--- src/design/euler_fly_camera_update_unit_assert.svh ---
// Assertion macros for the fly camera update unit.
// Included by the top level; needs nothing else.
`ifndef EULER_FLY_CAMERA_UPDATE_UNIT_ASSERT_SVH
`define EULER_FLY_CAMERA_UPDATE_UNIT_ASSERT_SVH

// same-cycle implication
`define EFCU_ASSERT_NOW(label, clk, rst, ante, cons) \
   label: assert property (@(posedge clk) disable iff (rst) (ante) |-> (cons)) \
      else $error("fly camera check failed");

// next-cycle implication
`define EFCU_ASSERT_NEXT(label, clk, rst, ante, cons) \
   label: assert property (@(posedge clk) disable iff (rst) (ante) |=> (cons)) \
      else $error("fly camera check failed");

`endif

--- src/design/efcu_pkg.sv ---
// Shared types, constants and tables of the fly camera update unit.
// No dependencies.
`timescale 1ns / 1ps
`default_nettype none

package efcu_pkg;

   localparam int CORDIC_STEPS = 16;
   localparam int ATAN_ENTRIES = 24;
   localparam int CordicIters  = (CORDIC_STEPS < ATAN_ENTRIES) ? CORDIC_STEPS : ATAN_ENTRIES;
   localparam int IterW        = (CordicIters > 1) ? $clog2(CordicIters) : 1;

   localparam logic signed [32:0] CORDIC_GAIN = 33'sd652032874;
   localparam logic signed [26:0] HALF_TURN   = 27'sd11796480;  // 180 deg Q.16
   localparam logic signed [26:0] FULL_TURN   = 27'sd23592960;  // 360 deg Q.16
   localparam logic signed [26:0] QUARTER     = 27'sd5898240;   // 90 deg Q.16
   localparam logic signed [34:0] PITCH_LIMIT = 35'sd22784;
   localparam logic signed [34:0] YAW_LIMIT   = 35'sd92160;
   localparam logic signed [15:0] UNIT_Q14    = 16'sd16384;

   localparam logic [15:0] SPEED_RESET = 16'd5120;
   localparam logic [15:0] SENS_RESET  = 16'd6400;
   localparam logic signed [17:0] YAW_RESET = -18'sd23040;

   // register index codes (byte address / 4)
   localparam logic REG_MOVE_SPEED = 1'b0;
   localparam logic REG_LOOK_SENS  = 1'b1;

   typedef enum logic [2:0] {
      ST_IDLE, ST_MUL, ST_ACC, ST_ANGLE, ST_CINIT, ST_CITER, ST_CEND, ST_RESP
   } state_type;

   typedef enum logic [3:0] {
      MOP_STEP, MOP_MOVE, MOP_DXS, MOP_DXT, MOP_DYS, MOP_DYT,
      MOP_CYCP, MOP_SYCP, MOP_CYSP, MOP_SYSP
   } mop_type;

   // arctangent of 2^-i in Q.16 degrees
   function automatic logic [21:0] atan_q16(input logic [4:0] idx);
      logic [21:0] v;
      case (idx)
         5'd0:  v = 22'd2949120;
         5'd1:  v = 22'd1740967;
         5'd2:  v = 22'd919879;
         5'd3:  v = 22'd466945;
         5'd4:  v = 22'd234379;
         5'd5:  v = 22'd117305;
         5'd6:  v = 22'd58666;
         5'd7:  v = 22'd29335;
         5'd8:  v = 22'd14668;
         5'd9:  v = 22'd7334;
         5'd10: v = 22'd3667;
         5'd11: v = 22'd1833;
         5'd12: v = 22'd917;
         5'd13: v = 22'd458;
         5'd14: v = 22'd229;
         5'd15: v = 22'd115;
         5'd16: v = 22'd57;
         5'd17: v = 22'd29;
         5'd18: v = 22'd14;
         5'd19: v = 22'd7;
         5'd20: v = 22'd4;
         5'd21: v = 22'd2;
         5'd22: v = 22'd1;
         default: v = 22'd0;
      endcase
      return v;
   endfunction

   // clamp a rounded Q1.14 value to +-1.0
   function automatic logic signed [15:0] clamp_unit(input logic signed [35:0] v);
      logic signed [15:0] r;
      if (v > 36'sd16384)
         r = UNIT_Q14;
      else if (v < -36'sd16384)
         r = -UNIT_Q14;
      else
         r = v[15:0];
      return r;
   endfunction

endpackage

`default_nettype wire

--- src/design/euler_fly_camera_update_unit.sv ---
// Fly camera update: position step, pitch/yaw update, CORDIC basis rebuild.
// Depends on efcu_pkg and euler_fly_camera_update_unit_assert.svh.
//
//   port group | dir | role
//   req_*      | in  | one frame item per handshake
//   rsp_*      | out | camera state after the item, registered
//   csr_*      | in  | APB register port (move_speed, look_sensitivity)
//
// One shared 33x17 multiplier handles 18 products, each in an ST_MUL and an ST_ACC
// state. One CORDIC unit runs twice, CORDIC_STEPS iterations plus setup and finish.
// ST_ANGLE does the angle update and ST_RESP loads the result.
// req_tready is high only when the sequencer is idle; the result register lets a
// new item start while the previous result still waits.
// Synchronous active-high reset restores the power-up camera and registers.
`timescale 1ns / 1ps
`default_nettype none
`include "euler_fly_camera_update_unit_assert.svh"

module euler_fly_camera_update_unit (
   input  wire logic         clock,
   input  wire logic         reset,
   input  wire logic         req_tvalid,
   output logic              req_tready,
   // forward_axis[1:0], strafe_axis[3:2], rise_axis[5:4], mouse_dx[21:6],
   // mouse_dy[37:22], frame_time[53:38], zero pad
   input  wire logic [55:0]  req_tdata,
   output logic              rsp_tvalid,
   input  wire logic         rsp_tready,
   // pos_x[31:0], pos_y[63:32], pos_z[95:64], fwd_x[111:96], fwd_y[127:112],
   // fwd_z[143:128], up_x[159:144], up_y[175:160], up_z[191:176],
   // yaw_angle[209:192], pitch_angle[225:210], zero pad
   output logic [231:0]      rsp_tdata,
   input  wire logic         csr_psel,
   input  wire logic         csr_penable,
   input  wire logic         csr_pwrite,
   input  wire logic [2:0]   csr_paddr,
   input  wire logic [31:0]  csr_pwdata,
   output logic [31:0]       csr_prdata,
   output logic              csr_pready
);
   import efcu_pkg::*;

   state_type state_ff, state_in;
   mop_type   op_ff, op_in;
   logic [1:0] comp_ff, comp_in, vec_ff, vec_in;
   logic [IterW-1:0] iter_ff, iter_in;
   logic sel_ff, sel_in, flip_ff, flip_in;

   logic [15:0] speed_ff, sens_ff;
   logic signed [1:0] dir_ff [3];
   logic signed [1:0] dir_in [3];
   logic signed [15:0] dx_ff, dx_in, dy_ff, dy_in;
   logic [15:0] t_ff, t_in;

   logic [31:0] step_ff, step_in;
   logic signed [49:0] prod_ff, prod_in;
   logic signed [33:0] acc_ff, acc_in;
   logic signed [32:0] tmp_ff, tmp_in;
   logic signed [33:0] offx_ff, offx_in, offy_ff, offy_in;

   logic signed [31:0] pos_ff [3];
   logic signed [31:0] pos_in [3];
   logic signed [17:0] yaw_ff, yaw_in;
   logic signed [15:0] pitch_ff, pitch_in;
   logic signed [15:0] basis_ff [9];
   logic signed [15:0] basis_in [9];
   logic signed [15:0] sy_ff, sy_in, cy_ff, cy_in, sp_ff, sp_in, cp_ff, cp_in;

   logic signed [32:0] crx_ff, crx_in, cry_ff, cry_in;
   logic signed [25:0] crz_ff, crz_in;

   logic         rsp_tvalid_ff, rsp_tvalid_in;
   logic [231:0] rsp_tdata_ff, rsp_tdata_in;

   logic signed [32:0] mul_a;
   logic signed [16:0] mul_b;
   logic [3:0]         bidx;
   logic signed [15:0] bsel;

   logic csr_wr;
   assign csr_wr     = csr_psel && csr_penable && csr_pwrite && csr_pready;
   assign csr_pready = 1'b1;
   assign csr_prdata = (csr_paddr[2] == REG_LOOK_SENS) ? {16'd0, sens_ff} : {16'd0, speed_ff};

   assign req_tready = (state_ff == ST_IDLE);
   assign rsp_tvalid = rsp_tvalid_ff;
   assign rsp_tdata  = rsp_tdata_ff;

   // basis element feeding the current move product
   assign bidx = 4'({2'b00, vec_ff} * 4'd3) + {2'b00, comp_ff};
   assign bsel = basis_ff[bidx];

   // shared multiplier operand select
   always_comb begin
      case (op_ff)
         MOP_STEP: begin mul_a = {17'd0, speed_ff};        mul_b = {1'b0, t_ff};    end
         MOP_MOVE: begin mul_a = {1'b0, step_ff};          mul_b = 17'(bsel);       end
         MOP_DXS:  begin mul_a = 33'(dx_ff);               mul_b = {1'b0, sens_ff}; end
         MOP_DYS:  begin mul_a = 33'(dy_ff);               mul_b = {1'b0, sens_ff}; end
         MOP_DXT,
         MOP_DYT:  begin mul_a = tmp_ff;                   mul_b = {1'b0, t_ff};    end
         MOP_CYCP: begin mul_a = 33'(cy_ff);               mul_b = 17'(cp_ff);      end
         MOP_SYCP: begin mul_a = 33'(sy_ff);               mul_b = 17'(cp_ff);      end
         MOP_CYSP: begin mul_a = 33'(cy_ff);               mul_b = 17'(sp_ff);      end
         MOP_SYSP: begin mul_a = 33'(sy_ff);               mul_b = 17'(sp_ff);      end
         default:  begin mul_a = '0;                       mul_b = '0;              end
      endcase
   end

   // sequencer and datapath next values
   always_comb begin
      logic signed [49:0] r22, r16, r14;
      logic signed [27:0] term;
      logic signed [33:0] base, sum;
      logic signed [15:0] q14;
      logic signed [34:0] pnew, ynew;
      logic signed [17:0] deg;
      logic signed [26:0] zw;
      logic signed [32:0] xs, ys, xf, yf;
      logic signed [25:0] at;
      logic signed [16:0] rx, ry;

      state_in = state_ff;  op_in = op_ff;  comp_in = comp_ff;  vec_in = vec_ff;
      iter_in = iter_ff;    sel_in = sel_ff; flip_in = flip_ff;
      dir_in = dir_ff;  dx_in = dx_ff;  dy_in = dy_ff;  t_in = t_ff;
      step_in = step_ff;  acc_in = acc_ff;  tmp_in = tmp_ff;
      offx_in = offx_ff;  offy_in = offy_ff;
      pos_in = pos_ff;  yaw_in = yaw_ff;  pitch_in = pitch_ff;  basis_in = basis_ff;
      sy_in = sy_ff;  cy_in = cy_ff;  sp_in = sp_ff;  cp_in = cp_ff;
      crx_in = crx_ff;  cry_in = cry_ff;  crz_in = crz_ff;
      rsp_tvalid_in = rsp_tvalid_ff;  rsp_tdata_in = rsp_tdata_ff;
      prod_in = mul_a * mul_b;

      // rounding views of the product
      r22  = (prod_ff + 50'sd2097152) >>> 22;
      r16  = (prod_ff + 50'sd32768) >>> 16;
      r14  = (prod_ff + 50'sd8192) >>> 14;
      term = r22[27:0];
      q14  = clamp_unit(r14[35:0]);
      base = (vec_ff == 2'd0) ? 34'(pos_ff[comp_ff]) : acc_ff;
      case (dir_ff[vec_ff])
         2'sb01:  sum = base + 34'(term);
         2'sb11:  sum = base - 34'(term);
         default: sum = base;
      endcase

      pnew = 35'(pitch_ff) - 35'(offy_ff);
      ynew = 35'(yaw_ff) + 35'(offx_ff);

      // CORDIC angle wrap into [-180, 180]; ST_CINIT folds it into [-90, 90]
      deg = sel_ff ? 18'(pitch_ff) : yaw_ff;
      zw  = 27'($signed({deg, 8'd0}));
      if (zw > HALF_TURN)
         zw = zw - FULL_TURN;
      else if (zw < -HALF_TURN)
         zw = zw + FULL_TURN;

      xs = crx_ff >>> iter_ff;
      ys = cry_ff >>> iter_ff;
      at = 26'(atan_q16(5'(iter_ff)));
      xf = flip_ff ? -crx_ff : crx_ff;
      yf = flip_ff ? -cry_ff : cry_ff;
      rx = 17'((xf + 33'sd32768) >>> 16);
      ry = 17'((yf + 33'sd32768) >>> 16);

      case (state_ff)
         ST_IDLE: begin
            if (req_tvalid) begin
               for (int i = 0; i < 3; i++) begin
                  case (req_tdata[2*i +: 2])
                     2'b01:   dir_in[i] = 2'sb01;
                     2'b00:   dir_in[i] = 2'sb00;
                     default: dir_in[i] = 2'sb11;
                  endcase
               end
               dx_in    = req_tdata[21:6];
               dy_in    = req_tdata[37:22];
               t_in     = req_tdata[53:38];
               op_in    = MOP_STEP;
               state_in = ST_MUL;
            end
         end
         ST_MUL: state_in = ST_ACC;
         ST_ACC: begin
            state_in = ST_MUL;
            case (op_ff)
               MOP_STEP: begin
                  step_in = prod_ff[31:0];
                  op_in = MOP_MOVE;  comp_in = 2'd0;  vec_in = 2'd0;
               end
               MOP_MOVE: begin
                  if (vec_ff == 2'd2) begin
                     // saturate the finished component
                     if (sum > 34'sd2147483647)
                        pos_in[comp_ff] = 32'sh7FFFFFFF;
                     else if (sum < -34'sd2147483648)
                        pos_in[comp_ff] = 32'sh80000000;
                     else
                        pos_in[comp_ff] = sum[31:0];
                     vec_in = 2'd0;
                     if (comp_ff == 2'd2)
                        op_in = MOP_DXS;
                     else
                        comp_in = comp_ff + 2'd1;
                  end else begin
                     acc_in = sum;
                     vec_in = vec_ff + 2'd1;
                  end
               end
               MOP_DXS: begin tmp_in = prod_ff[32:0]; op_in = MOP_DXT; end
               MOP_DXT: begin offx_in = r16[33:0];    op_in = MOP_DYS; end
               MOP_DYS: begin tmp_in = prod_ff[32:0]; op_in = MOP_DYT; end
               MOP_DYT: begin offy_in = r16[33:0];    state_in = ST_ANGLE; end
               MOP_CYCP: begin basis_in[0] = q14;  op_in = MOP_SYCP; end
               MOP_SYCP: begin basis_in[2] = q14;  op_in = MOP_CYSP; end
               MOP_CYSP: begin basis_in[6] = -q14; op_in = MOP_SYSP; end
               MOP_SYSP: begin
                  basis_in[8] = -q14;
                  basis_in[1] = sp_ff;  basis_in[3] = -sy_ff;  basis_in[4] = 16'sd0;
                  basis_in[5] = cy_ff;  basis_in[7] = cp_ff;
                  state_in = ST_RESP;
               end
               default: state_in = ST_IDLE;
            endcase
         end
         ST_ANGLE: begin
            // pitch clamp, yaw set to zero when out of range
            if (pnew > PITCH_LIMIT)
               pitch_in = 16'(PITCH_LIMIT);
            else if (pnew < -PITCH_LIMIT)
               pitch_in = 16'(-PITCH_LIMIT);
            else
               pitch_in = pnew[15:0];
            if (ynew > YAW_LIMIT || ynew < -YAW_LIMIT)
               yaw_in = 18'sd0;
            else
               yaw_in = ynew[17:0];
            sel_in   = 1'b0;
            state_in = ST_CINIT;
         end
         ST_CINIT: begin
            flip_in = 1'b0;
            if (zw > QUARTER) begin
               zw = zw - HALF_TURN;  flip_in = 1'b1;
            end else if (zw < -QUARTER) begin
               zw = zw + HALF_TURN;  flip_in = 1'b1;
            end
            crz_in   = zw[25:0];
            crx_in   = CORDIC_GAIN;
            cry_in   = 33'sd0;
            iter_in  = '0;
            state_in = ST_CITER;
         end
         ST_CITER: begin
            if (crz_ff >= 26'sd0) begin
               crx_in = crx_ff - ys;  cry_in = cry_ff + xs;  crz_in = crz_ff - at;
            end else begin
               crx_in = crx_ff + ys;  cry_in = cry_ff - xs;  crz_in = crz_ff + at;
            end
            if (iter_ff == IterW'(CordicIters - 1))
               state_in = ST_CEND;
            else
               iter_in = iter_ff + 1'b1;
         end
         ST_CEND: begin
            if (sel_ff) begin
               cp_in = clamp_unit(36'(rx));
               sp_in = clamp_unit(36'(ry));
               op_in = MOP_CYCP;
               state_in = ST_MUL;
            end else begin
               cy_in = clamp_unit(36'(rx));
               sy_in = clamp_unit(36'(ry));
               sel_in = 1'b1;
               state_in = ST_CINIT;
            end
         end
         ST_RESP: begin
            if (!rsp_tvalid_ff || rsp_tready) begin
               rsp_tvalid_in = 1'b1;
               rsp_tdata_in = {6'd0, pitch_ff, yaw_ff,
                               basis_ff[8], basis_ff[7], basis_ff[6],
                               basis_ff[2], basis_ff[1], basis_ff[0],
                               pos_ff[2], pos_ff[1], pos_ff[0]};
               state_in = ST_IDLE;
            end
         end
         default: state_in = ST_IDLE;
      endcase

      // result taken without a new one loading
      if (rsp_tvalid_ff && rsp_tready && !(state_ff == ST_RESP))
         rsp_tvalid_in = 1'b0;
   end

   // control and camera state
   always_ff @(posedge clock) begin
      if (reset) begin
         state_ff <= ST_IDLE;
         op_ff <= MOP_STEP;
         comp_ff <= 2'd0;  vec_ff <= 2'd0;  iter_ff <= '0;
         sel_ff <= 1'b0;   flip_ff <= 1'b0;
         speed_ff <= SPEED_RESET;
         sens_ff  <= SENS_RESET;
         pos_ff   <= '{default: 32'sd0};
         yaw_ff   <= YAW_RESET;
         pitch_ff <= 16'sd0;
         basis_ff <= '{16'sd0, 16'sd0, -UNIT_Q14, UNIT_Q14, 16'sd0, 16'sd0,
                       16'sd0, UNIT_Q14, 16'sd0};
         rsp_tvalid_ff <= 1'b0;
      end else begin
         state_ff <= state_in;
         op_ff <= op_in;
         comp_ff <= comp_in;  vec_ff <= vec_in;  iter_ff <= iter_in;
         sel_ff <= sel_in;    flip_ff <= flip_in;
         if (csr_wr && csr_paddr[2] == REG_MOVE_SPEED)
            speed_ff <= csr_pwdata[15:0];
         if (csr_wr && csr_paddr[2] == REG_LOOK_SENS)
            sens_ff <= csr_pwdata[15:0];
         pos_ff   <= pos_in;
         yaw_ff   <= yaw_in;
         pitch_ff <= pitch_in;
         basis_ff <= basis_in;
         rsp_tvalid_ff <= rsp_tvalid_in;
      end
   end

   // working registers
   always_ff @(posedge clock) begin
      dir_ff <= dir_in;  dx_ff <= dx_in;  dy_ff <= dy_in;  t_ff <= t_in;
      step_ff <= step_in;  prod_ff <= prod_in;  acc_ff <= acc_in;  tmp_ff <= tmp_in;
      offx_ff <= offx_in;  offy_ff <= offy_in;
      sy_ff <= sy_in;  cy_ff <= cy_in;  sp_ff <= sp_in;  cp_ff <= cp_in;
      crx_ff <= crx_in;  cry_ff <= cry_in;  crz_ff <= crz_in;
      rsp_tdata_ff <= rsp_tdata_in;
   end

   `EFCU_ASSERT_NOW(a_pitch_range, clock, reset, 1'b1, pitch_ff <= 16'sd22784 && pitch_ff >= -16'sd22784)
   `EFCU_ASSERT_NOW(a_yaw_range, clock, reset, 1'b1, yaw_ff <= 18'sd92160 && yaw_ff >= -18'sd92160)
   `EFCU_ASSERT_NEXT(a_busy_after_accept, clock, reset, req_tvalid && req_tready, !req_tready)

endmodule

`default_nettype wire

--- config.mk ---
export PLATFORM = sky130hd
export DESIGN_NAME = euler_fly_camera_update_unit
export DESIGN_NICKNAME = d
export VERILOG_FILES = /design/src/design/efcu_pkg.sv /design/src/design/euler_fly_camera_update_unit.sv
export VERILOG_INCLUDE_DIRS = /design/src /design/src/design
export SDC_FILE = /design/constraint.sdc
export NUM_CORES = 2
export LEC_CHECK = 0
export BUFFER_PORTS_ARGS = -buffer_cell sky130_fd_sc_hd__buf_2
export CORE_MARGIN = 3
export CORE_UTILIZATION = 55
export CTS_BUF_LIST = sky130_fd_sc_hd__clkbuf_8
export DETAILED_ROUTE_END_ITERATION = 8
export PLACE_DENSITY = 0.73
export SYNTH_ARGS = -nofsm -noshare
export SYNTH_HDL_FRONTEND = slang
export SYNTH_SLANG_ARGS = --single-unit
--- constraint.sdc ---
create_clock -name clock -period 17.65 [get_ports clock]
set_clock_uncertainty 0.15 [all_clocks]
set_input_delay 1.765 -clock clock [delete_from_list [all_inputs] [get_ports clock]]
set_output_delay 1.765 -clock clock [all_outputs]
set_load 0.02 [all_outputs]
==> run_results.csv <==
group,metric,value,unit
global_route,grt.total_usage,32.87,%
sta,setup-violations-final,0,
power_and_ir_drop,vdd_drop_max,0.08301,mV
floorplanning,ioPinCount,365,
setup_path,worstPathMaxFanout,33,
cells_and_area,synthToLayoutAreaGrowth,8.756,%
place,dpl.hpwl,181600,um
synthesis,synth_enable_flop_cells,603,
clock_network,tritoncts_clock_tree,"done",
route,route.vias.total,63856,
clock_network,clockRootBuffer,"sky130_fd_sc_hd__clkbuf_8",
sta,worst_slew_pin_slew,1.246,ns
clock_network,holdBufCountCts,0,
cells_and_area,layout.core_utilization,60.63,%
setup_path,category_of_the_most_critical_setup_path,"register to register",
route,post-route-drc-count,8,
global_route,gr-total-overflow,0,
floorplanning,die_h,380.5,um
setup_path,worst_path_largest_cell_delay,0.66,ns
setup_path,r2r_cells,37,
setup_path,timing.critical_path.depth,37,
sta,fmax,0.07876,GHz
setup_path,cpLargestDelayFamily,"adder cells",
clock_network,postCtsSetupBuffers,0,
route,routed_wire_length_per_instance,23.60,um
clock_network,cts_made_buffers,167,
floorplanning,die-width,380.5,um
floorplanning,design.die.area,144800,sq um
clock_network,cts_num_sinks,983,
cells_and_area,nNetsFinal,9272,
outcome,violations,"DRC",
floorplanning,effective_utilization_at_floorplan,55.75,%
place,port_buffers,321,
synthesis,synth.area.top_cells,"sky130_fd_sc_hd__edfxtp_1, sky130_fd_sc_hd__fa_1, sky130_fd_sc_hd__dfxtp_1, sky130_fd_sc_hd__ha_1, sky130_fd_sc_hd__nor2_1",
setup_path,cp.arrival,13.30,ns
synthesis,ys.warnings.count,0,
setup_path,cp_startpoint_kind,"register",
global_route,first_global_vias,61948,
setup_path,crit_path_end,"prod_ff[45]$_DFF_P_",
synthesis,syn-instance-count,8117,
global_route,first_pass_grt_wire_length,369300,um
synthesis,synth.avg_cell_area,9.502,sq um
synthesis,synth_largest_area_cell,"sky130_fd_sc_hd__edfxtp_1",
synthesis,synth_top_cell_area_share,23.48,%
min_path,min-delay-path-class,"register to register",
sta,period_share,71.93,%
setup_path,cpMaxStageDelayCell,"sky130_fd_sc_hd__dfxtp_1",
setup_path,critical_path.most_common_cell,"sky130_fd_sc_hd__fa_1",
clock_network,cts-root-to-sink-buffers,3,
cells_and_area,share_of_cells_above_drive_strength_1,12.53,%
route,wl,243100,um
setup_path,endpoint_kind,"register",
floorplanning,floorplan.rows,136,
cells_and_area,num-fill-cells,11658,
clock_network,htree_num_levels,4,
synthesis,synth-seq-area-share,33.34,%
sta,timing.slew.headroom,16.94,%
sta,drv_slew,0,
synthesis,ys_ff_latch,983,
route,postRouteAntennaNets,0,
route,post_drt_via_cell_ratio,6.198,
place,place_congestion,0.9993,
global_route,grt_antenna_before_repair,20,
sta,rsz0062_at_grt,"no",
setup_path,crit_path_from,"vec_ff[1]$_SDFFE_PP0P_",
synthesis,main_flop_type_after_synthesis,"sky130_fd_sc_hd__edfxtp_1",
setup_path,cp_data_required_time,18.26,ns
sta,setup_total_negative_slack,0,ns
synthesis,netlist-cell-type-count,106,
setup_path,worst_r2r_endpoint,"prod_ff[45]$_DFF_P_",
clock_network,clk_latency,0.93,ns
sta,final.min_clock_period,12.70,ns
sta,hold_violations,0,
route,drt-pass1-iter-count,9,
setup_path,cp.buffers_inverters,9,
synthesis,asyncSetResetFlopFracSynth,0,%
outcome,run_status,"finished with violations",
run,timing.max_cap.violations,0,
setup_path,source_of_the_worst_register_to_register_timing_path,"vec_ff[1]$_SDFFE_PP0P_",
clock_network,worst_setup_hold_path_clk_slew,0.07,ns
floorplanning,coreArea,138300,sq um
setup_path,regToRegSetupSlack,4.95,ns
synthesis,synth_area,77120,sq um
clock_network,post_cts_resize_count,0,
global_route,grt_max_degree,105,
power_and_ir_drop,power-per-cell-area,73.05,nW/um^2
route,dr.first_iter.drc_count,7249,
power_and_ir_drop,static_leakage,34.61,nW
how the worst min path moves through the flow:
stage | to | start | slack, ns | cells past startpoint
CTS | tmp_ff[3]$_DFFE_PP_ | prod_ff[3]$_DFF_P_ | 0.26 | 0
finish | tmp_ff[3]$_DFFE_PP_ | prod_ff[3]$_DFF_P_ | 0.27 | 0
floorplan | step_ff[0]$_DFFE_PP_ | prod_ff[0]$_DFF_P_ | 0.25 | 0
global placement | tmp_ff[0]$_DFFE_PP_ | prod_ff[0]$_DFF_P_ | 0.26 | 0
detailed placement | tmp_ff[7]$_DFFE_PP_ | prod_ff[7]$_DFF_P_ | 0.26 | 0
global route | step_ff[3]$_DFFE_PP_ | prod_ff[3]$_DFF_P_ | 0.28 | 0
cell families (layout without fill, tap and decap cells):
logic type / count (synthesis) / after routing / share of synthesized area (%)
AOI/OAI and AO/OA: 1673 / 1673 / 14.78
other: 2 / 27 / 0.009738
buffers and inverters: 1184 / 1481 / 6.055
xor gates and xnor gates: 485 / 485 / 5.508
muxes: 257 / 257 / 4.859
DFF: 983 / 983 / 33.34
and+or+nand+nor: 2651 / 2651 / 15.83
adders and majority gates: 882 / 882 / 19.61
where the power goes:
part           switching (W)  internal, W  leakage, nW
Clock                0.00103      0.00116         2.00
Sequential         0.0000846      0.00250         8.62
Combinational       0.000900     0.000453         24.0
Total                0.00202      0.00411         34.6
layout by cell type (no fill, tap or decap), drive strengths merged, types with 57 or more instances in the layout:
cell,netlist,layout
a31oi,57,57
nand2,869,869
a211oi,139,139
xnor2,281,281
ha,337,337
nor2b,58,58
clkbuf,362,191
a21oi,514,514
nand3,134,134
or3,60,60
dfxtp,380,380
nor2,908,908
mux2,69,69
inv,727,786
edfxtp,603,603
o21a,60,60
xor2,204,204
nand4,76,76
nand2b,92,92
nor3,147,147
a21o,121,121
fa,545,545
mux4,87,87
mux2i,101,101
and2,59,59
buf,92,439
o21ai,295,295
per-layer routing:
layer / wire length (um) / up-vias / GRT usage, %
li1: - / 28614 / -
met1: 96840 / 31101 / 44.36
met2: 108200 / 3508 / 51.00
met3: 26970 / 617 / 8.069
met4: 11010 / 16 / 13.14
met5: 112 / - / 0
synthesized netlist by cell type (72+ instances only):
cell type                  number
sky130_fd_sc_hd__dfxtp_1      380
sky130_fd_sc_hd__edfxtp_1     603
sky130_fd_sc_hd__o21ai_0      282
sky130_fd_sc_hd__ha_1         337
sky130_fd_sc_hd__nor2_1       908
sky130_fd_sc_hd__a211oi_1      72
sky130_fd_sc_hd__clkbuf_1     362
sky130_fd_sc_hd__nand2_1      848
sky130_fd_sc_hd__nand3_1      133
sky130_fd_sc_hd__nand4_1       75
sky130_fd_sc_hd__a21o_1       121
sky130_fd_sc_hd__a21oi_1      511
sky130_fd_sc_hd__mux2i_1      101
sky130_fd_sc_hd__xor2_1       204
sky130_fd_sc_hd__nor3_1       146
sky130_fd_sc_hd__inv_1        727
sky130_fd_sc_hd__nand2b_1      92
sky130_fd_sc_hd__mux4_2        87
sky130_fd_sc_hd__fa_1         545
sky130_fd_sc_hd__xnor2_1      281
state kept, by name (all words and copies together) (netlist names), 18 cells and up, named ones only:
name       flops
acc_ff        34
basis_ff     128
crx_ff        33
cry_ff        33
crz_ff        26
offx_ff       34
offy_ff       34
pos_ff        96
prod_ff       50
rsp_tdata    226
step_ff       32
tmp_ff        33
yaw_ff        18
through the flow:
stage | instances | worst slack (ns) | hold WS (ns) | power, W | cell area (sq um)
finish | 10302 | 4.954 | 0.2697 | 0.006128 | 83880
global route | 10298 | 4.438 | 0.2769 | 0.006372 | 83870
CTS | 10298 | 5.200 | 0.2587 | 0.006117 | 83870
detailed placement | 9986 | 5.291 | 0.2650 | 0.003948 | 80320
global placement | 9986 | 5.352 | 0.2561 | 0.003926 | 80320
floorplan | 8138 | 4.851 | 0.2537 | 0.003525 | 77200
final cells by class:
| type | count | area [sq um] | share of cell area (%) |
|---|---|---|---|
| multi-input cells | 5971 | 47030 | 56.06 |
| flip-flops and latches | 983 | 25720 | 30.67 |
| inverters | 730 | 2741 | 3.268 |
| clock buffers | 191 | 2629 | 3.134 |
| repair buffers | 439 | 2502 | 2.983 |
| well taps | 1863 | 2331 | 2.779 |
| clock inverters | 121 | 917.1 | 1.093 |
| diodes | 4 | 10.01 | 0.01193 |
worst reg2reg max path, delay by kind of cell (launching register included):
| kind | cells | cell delay (ns) |
|---|---|---|
| fa+ha+maj | 10 | 4.90 |
| buf+inv | 9 | 2.48 |
| flops | 1 | 0.66 |
| simple gates | 7 | 1.16 |
| xor+xnor | 1 | 0.13 |
| compound gates | 9 | 2.51 |
| mux | 1 | 0.59 |
(Power assumes the default switching activity.)
